## config.mk

```make
export PLATFORM = sky130hd
export DESIGN_NAME = salted_lookup3_hash_256_top
export DESIGN_NICKNAME = d
export VERILOG_FILES = /design/src/hdl/slh_pkg.sv /design/src/hdl/slh_pipe.sv /design/src/hdl/salted_lookup3_hash_256_top.sv
export SDC_FILE = /design/constraint.sdc
export NUM_CORES = 2
export LEC_CHECK = 0
export BUFFER_PORTS_ARGS = -buffer_cell sky130_fd_sc_hd__buf_2
export CORE_ASPECT_RATIO = 0.8
export CORE_MARGIN = 5
export CORE_UTILIZATION = 47
export CTS_BUF_LIST = sky130_fd_sc_hd__clkbuf_4 sky130_fd_sc_hd__clkbuf_8 sky130_fd_sc_hd__clkbuf_16
export DETAILED_ROUTE_END_ITERATION = 7
export GPL_ROUTABILITY_DRIVEN = 0
export HOLD_SLACK_MARGIN = 0.03
export PLACE_DENSITY = 0.65
export SYNTH_ARGS = -nofsm -noshare
export SYNTH_HDL_FRONTEND = slang
export SYNTH_SLANG_ARGS = --single-unit
```

## constraint.sdc

```tcl
create_clock -name clk_i -period 25.8 [get_ports clk_i]
set_input_delay 5.16 -clock clk_i [delete_from_list [all_inputs] [get_ports clk_i]]
set_output_delay 5.16 -clock clk_i [all_outputs]
set_load 0.01 [all_outputs]
```

## src/hdl/slh_pkg.sv

```systemverilog
// Shared types, constants and round functions for the salted 256-bit key hash.
package slh_pkg;

  localparam int unsigned WordW    = 32;
  localparam int unsigned NumWords = 8;
  localparam int unsigned IdxW     = 4;
  localparam int unsigned HashW    = 64;

  localparam logic [IdxW-1:0] LastSaltIdx = IdxW'(NumWords - 1);

  // seed: 0xdeadbeef plus key length in bytes
  localparam logic [WordW-1:0] SeedBase = 32'hdeadbeef;
  localparam logic [WordW-1:0] KeyBytes = 32'd32;
  localparam logic [WordW-1:0] LaneInit = SeedBase + KeyBytes;

  typedef logic [WordW-1:0] word_t;
  typedef word_t [NumWords-1:0] key_words_t;
  typedef word_t [4:0] mid_words_t;
  typedef word_t [1:0] tail_words_t;

  typedef struct packed {
    word_t a;
    word_t b;
    word_t c;
  } lanes_t;

  function automatic word_t rotl(input word_t v, input int unsigned s);
    rotl = (v << s) | (v >> (WordW - s));
  endfunction

  // first three steps of the mix round
  function automatic lanes_t mix_lo(input lanes_t l);
    word_t x, y, z;
    x = l.a; y = l.b; z = l.c;
    x = x - z; x = x ^ rotl(z, 4);  z = z + y;
    y = y - x; y = y ^ rotl(x, 6);  x = x + z;
    z = z - y; z = z ^ rotl(y, 8);  y = y + x;
    mix_lo = '{a: x, b: y, c: z};
  endfunction

  // last three steps of the mix round
  function automatic lanes_t mix_hi(input lanes_t l);
    word_t x, y, z;
    x = l.a; y = l.b; z = l.c;
    x = x - z; x = x ^ rotl(z, 16); z = z + y;
    y = y - x; y = y ^ rotl(x, 19); x = x + z;
    z = z - y; z = z ^ rotl(y, 4);  y = y + x;
    mix_hi = '{a: x, b: y, c: z};
  endfunction

  // first four steps of the final round
  function automatic lanes_t final_lo(input lanes_t l);
    word_t x, y, z;
    x = l.a; y = l.b; z = l.c;
    z = z ^ y; z = z - rotl(y, 14);
    x = x ^ z; x = x - rotl(z, 11);
    y = y ^ x; y = y - rotl(x, 25);
    z = z ^ y; z = z - rotl(y, 16);
    final_lo = '{a: x, b: y, c: z};
  endfunction

  // last three steps of the final round
  function automatic lanes_t final_hi(input lanes_t l);
    word_t x, y, z;
    x = l.a; y = l.b; z = l.c;
    x = x ^ z; x = x - rotl(z, 4);
    y = y ^ x; y = y - rotl(x, 14);
    z = z ^ y; z = z - rotl(y, 24);
    final_hi = '{a: x, b: y, c: z};
  endfunction

endpackage

```

## src/hdl/slh_pipe.sv

```systemverilog
// Seven-stage hash pipeline: lane seeding, two mix rounds and the final round.
module slh_pipe import slh_pkg::*; (
  input  logic               clk_i,
  input  logic               rst_ni,
  input  logic               in_valid_i,
  input  key_words_t         words_i,
  output logic               out_valid_o,
  output logic [HashW-1:0]   hash_o
);

  localparam int unsigned Stages = 7;

  logic [Stages-1:0] valid_q, valid_d;

  lanes_t      l1_q, l2_q, l3_q, l4_q, l5_q, l6_q, l7_q;
  lanes_t      l1_d, l2_d, l3_d, l4_d, l5_d, l6_d, l7_d;
  mid_words_t  m1_q, m2_q;
  tail_words_t t3_q, t4_q;

  assign valid_d = {valid_q[Stages-2:0], in_valid_i};

  always_comb begin
    l1_d = '{a: LaneInit + words_i[0], b: LaneInit + words_i[1], c: LaneInit + words_i[2]};
    l2_d = mix_lo(l1_q);
    l3_d = mix_hi(l2_q);
    l3_d.a = l3_d.a + m2_q[0];
    l3_d.b = l3_d.b + m2_q[1];
    l3_d.c = l3_d.c + m2_q[2];
    l4_d = mix_lo(l3_q);
    l5_d = mix_hi(l4_q);
    l5_d.a = l5_d.a + t4_q[0];
    l5_d.b = l5_d.b + t4_q[1];
    l6_d = final_lo(l5_q);
    l7_d = final_hi(l6_q);
  end

  always_ff @(posedge clk_i or negedge rst_ni) begin
    if (!rst_ni) begin
      valid_q <= '0;
    end else begin
      valid_q <= valid_d;
    end
  end

  // payload registers load every cycle; valid bits mark live words
  always_ff @(posedge clk_i) begin
    l1_q <= l1_d;
    m1_q <= words_i[7:3];
    l2_q <= l2_d;
    m2_q <= m1_q;
    l3_q <= l3_d;
    t3_q <= m2_q[4:3];
    l4_q <= l4_d;
    t4_q <= t3_q;
    l5_q <= l5_d;
    l6_q <= l6_d;
    l7_q <= l7_d;
  end

  assign out_valid_o = valid_q[Stages-1];
  assign hash_o      = {l7_q.b, l7_q.c};

endmodule

```

## src/hdl/salted_lookup3_hash_256_top.sv

```systemverilog
// Top level of the salted 256-bit key hash: salt registers and pipeline.
//
// Usage:
//   Configuration: cfg_we_i writes cfg_wdata_i into salt word cfg_idx_i
//   (0..7) at the clock edge; indexes 8 and above are ignored. Write only
//   while no words are in flight.
//   Input: a key word of eight 32-bit little-endian words is taken at each
//   edge where start_i is high and busy_o is low. busy_o is always low, so
//   a new key can be given in every cycle.
//   Output: done_o is high for one cycle with hash_value_o (lane b above
//   lane c) after the key has passed all stages. One result per key, in order.
//   Throughput: one key per cycle. Latency is set by the seven register
//   stages: seeding, two per mix round (three steps each), and the final
//   round split four steps and three steps.
//   The salt is applied at acceptance, from the registers as they stand.
//   Reset: clears the salt registers and all pipeline valid bits; words in
//   flight are dropped. The receiver cannot stall; no back-pressure exists.
module salted_lookup3_hash_256_top import slh_pkg::*; (
  input  logic              clk_i,
  input  logic              rst_ni,
  input  logic              cfg_we_i,
  input  logic [IdxW-1:0]   cfg_idx_i,
  input  logic [WordW-1:0]  cfg_wdata_i,
  input  logic              start_i,
  output logic              busy_o,
  input  logic [WordW-1:0]  data_word0_i,
  input  logic [WordW-1:0]  data_word1_i,
  input  logic [WordW-1:0]  data_word2_i,
  input  logic [WordW-1:0]  data_word3_i,
  input  logic [WordW-1:0]  data_word4_i,
  input  logic [WordW-1:0]  data_word5_i,
  input  logic [WordW-1:0]  data_word6_i,
  input  logic [WordW-1:0]  data_word7_i,
  output logic              done_o,
  output logic [HashW-1:0]  hash_value_o
);

  key_words_t salt_q;
  key_words_t data_w, salted_w;
  logic       accept;

  assign busy_o = 1'b0;
  assign accept = start_i && !busy_o;

  assign data_w = {data_word7_i, data_word6_i, data_word5_i, data_word4_i,
                   data_word3_i, data_word2_i, data_word1_i, data_word0_i};
  assign salted_w = data_w ^ salt_q;

  always_ff @(posedge clk_i or negedge rst_ni) begin
    if (!rst_ni) begin
      salt_q <= '0;
    end else if (cfg_we_i && (cfg_idx_i <= LastSaltIdx)) begin
      salt_q[cfg_idx_i[$clog2(NumWords)-1:0]] <= cfg_wdata_i;
    end
  end

  slh_pipe u_pipe (
    .clk_i       (clk_i),
    .rst_ni      (rst_ni),
    .in_valid_i  (accept),
    .words_i     (salted_w),
    .out_valid_o (done_o),
    .hash_o      (hash_value_o)
  );

endmodule

```

==> run metrics <==
yosys synthesis warning count 0; CTS Root Cell clkbuf_16; Routed WL 292000 um; Port Buffer Count 360; most frequent cells in the layout xnor2_1 (1326), inv_1 (1172), dfxtp_1 (1088); Yosys reg bits 1351; fill count 16900; multi-input logic area 55700 um^2; vias in the first global route ~68000; failing checks DRC, capacitance limit, slew limit; Final Non-Filler Cells around 13000; routed len/inst 23.2 um; TritonCTS Buffers 143; Clock Pin Slew Worst Setup and Hold Paths 60 ps; row cnt 142; Initial DRT Pass Iterations 8; H-tree Lvls 4; fraction of the cycle the final worst path needs 0.514; post-synthesis sequential area ratio 0.320; Die ar. between 150000 and 200000 um^2; Post-synth EDFFs 0; most common cell after layout, fill and taps aside xnor2_1; critical path's largest stage delay between 800 and 900 ps; CP startpoint kind flop; WS Path Type reg -> reg; Area contributors post-synth dfxtp_1 (25%), ha_1 (15%), xnor2_1 (13%); main flop type after synthesis dfxtp_1; DPL Wire Length 244000 um; Post-CTS Resized 0; Worst Path Arrival 13980 ps; Die Wd 495 um; FMAX 0.0754 GHz; R2R depth 59; core box area 187000 um^2; reg2reg start u_pipe.l6_q[29]$_DFF_P_; Vias 70600; Syn Std Cell Area 88600 um^2; top-area cell type share of the netlist area 0.246; final setup fails 0; largest net degree at the start of global routing 120; Netlist cell types 115; crit-path max FO 3; Mapped Nets 10900; Worst-Margin Slew 1550 ps; antenna-violating nets left 0; Residual DRC 13; CTS tree yes; flop-to-flop setup slack 12540 ps; unrepaired setup endpoints after global routing false; Initial Utilization 0.473; CP dominant cell by count o21ai_0; nets@finish 11400; Yosys top cell by area dfxtp_1; slowest CP cell o41ai_1; Hold WC Path Type reg -> reg; gr usage total 0.290; setup bufs post-CTS 0; Final Max Tran Viols 9; FF/Latch Area 28400 um^2; GRT overflow 0; post-synthesis async set-or-reset flop share 0.195; maximum clock path buffer count 3; Via density 5.59; io pins 362; nature of the critical path endpoint flop; final hold violations 0; CTS Sinks around 1400; Die H 398 um; hold_buf cts 0; maxcap violations 2; first-pass GRT wire length 428000 um; total negative slack 0 ps; Post-Synthesis Cells approximately 9500; Worst EP required 26520 ps; Final Critical Period roughly 13000 ps; status finished, violations left; DR iter-0 viols 8477; reg-to-reg endpoint u_pipe.hash_o[31]$_DFF_P_; relative slew slack -0.0412; fraction of layout instances using a drive strength above 1 0.101; hold path start u_pipe.t3_q[52]$_DFF_P_; clk_skew about 50 ps; initial antenna violation count 23; Placed Cells about 12000; Area Growth Syn to Fin 11.3%; Clock Latency Late Sink 800 ps; hold path depth 0; Hold Crit Endpoint u_pipe.t4_q[52]$_DFF_P_; Avg Cell Area, Syn 9.32 um^2
cell type report:
| class | count | area share |
|---|---|---|
| Sequential cell | 1351 | 0.288 |
| Timing Repair Buffer | 383 | 0.0202 |
| Clock inverter | 76 | 0.00925 |
| Inverter | 1173 | 0.0446 |
| Multi-Input combinational cell | 6932 | 0.564 |
| Antenna cell | 9 | 0.000228 |
| Clock buffer | 188 | 0.0419 |
| Tap cell | 2520 | 0.0320 |
how the worst max path moves through the flow:
| stage | start | end | slack, ps |
|---|---|---|---|
| after detailed placement | u_pipe.l2_q[1]$_DFF_P_ | u_pipe.l3_q[30]$_DFF_P_ | 12990 |
| after CTS | u_pipe.l2_q[1]$_DFF_P_ | u_pipe.l3_q[30]$_DFF_P_ | 12930 |
| after floorplan | u_pipe.l2_q[1]$_DFF_P_ | u_pipe.l3_q[30]$_DFF_P_ | 14530 |
| after global routing | u_pipe.l6_q[29]$_DFF_P_ | u_pipe.hash_o[31]$_DFF_P_ | 11230 |
| after global placement | u_pipe.l2_q[0]$_DFF_P_ | u_pipe.l3_q[30]$_DFF_P_ | 13090 |
| final | u_pipe.l6_q[29]$_DFF_P_ | u_pipe.hash_o[31]$_DFF_P_ | 12540 |
logic make-up after synthesis:
group	after synthesis	share of synthesized area
adders and majority gates	1145	0.170
AOI/OAI and AO/OA	2120	0.153
xor gates and xnor gates	1893	0.191
buffers and inverters	1231	0.0523
muxes	268	0.0340
DFF	1351	0.320
other	1	0.0000423
and+or+nand+nor	1505	0.0801
flip-flops by register name, summed over array words and instances (netlist names):
signal,cells
u_pipe.l4_q,96
u_pipe.t3_q,64
u_pipe.valid_q,7
u_pipe.l6_q,96
u_pipe.hash_o,64
u_pipe.l5_q,96
salt_q,256
u_pipe.l2_q,96
u_pipe.m2_q,160
u_pipe.l3_q,96
u_pipe.m1_q,160
u_pipe.t4_q,64
u_pipe.l1_q,96
through the flow:
| step | util | cell area (um^2) | setup WS [ps] | hold slack (ps) |
|---|---|---|---|---|
| floorplan | - | 88600 | 14530 | 310 |
| detailed placement | 0.499 | 93600 | 12990 | 312 |
| finish | 0.526 | 98600 | 12540 | 311 |
| CTS | 0.526 | 98600 | 12930 | 321 |
| global route | 0.526 | 98600 | 11230 | 327 |
| global placement | 0.499 | 93600 | 13090 | 310 |
metal layers:
layer / vias up / wire [um] / global-route usage
met2: 3396 / 110000 / 0.389
met5: - / 11 / 0
li1: 33100 / - / -
met1: 33500 / 134000 / 0.425
met3: 556 / 35700 / 0.0915
met4: 2 / 12800 / 0.113
synthesized netlist by cell type, types with 43 or more instances:
cell type,n
nor3_1,143
nor2_1,479
mux2_2,260
dfxtp_1,1088
ha_1,1043
nand3_1,105
xnor2_1,1326
o21ai_0,416
o21bai_1,290
a21o_1,229
inv_1,1172
fa_1,95
nor2b_1,72
a21boi_0,136
o21a_1,43
xor2_1,540
nand2_1,391
nand2b_1,52
and3_1,58
dfrtp_1,263
a21oi_1,675
critical path: cells and delay by family, from the launching register on:
kind	cells	cell delay (ps)
AO/OA/AOI/OAI	46	9910
XOR/XNOR	4	1030
adder cells (fa/ha/maj)	3	940
buffers and inverters	2	240
flip-flops	1	570
AND/OR/NAND/NOR	4	460
Power is left out: the tool's default activity adds up to more than one toggle a clock period on the data nets, which glitch-free logic cannot reach.
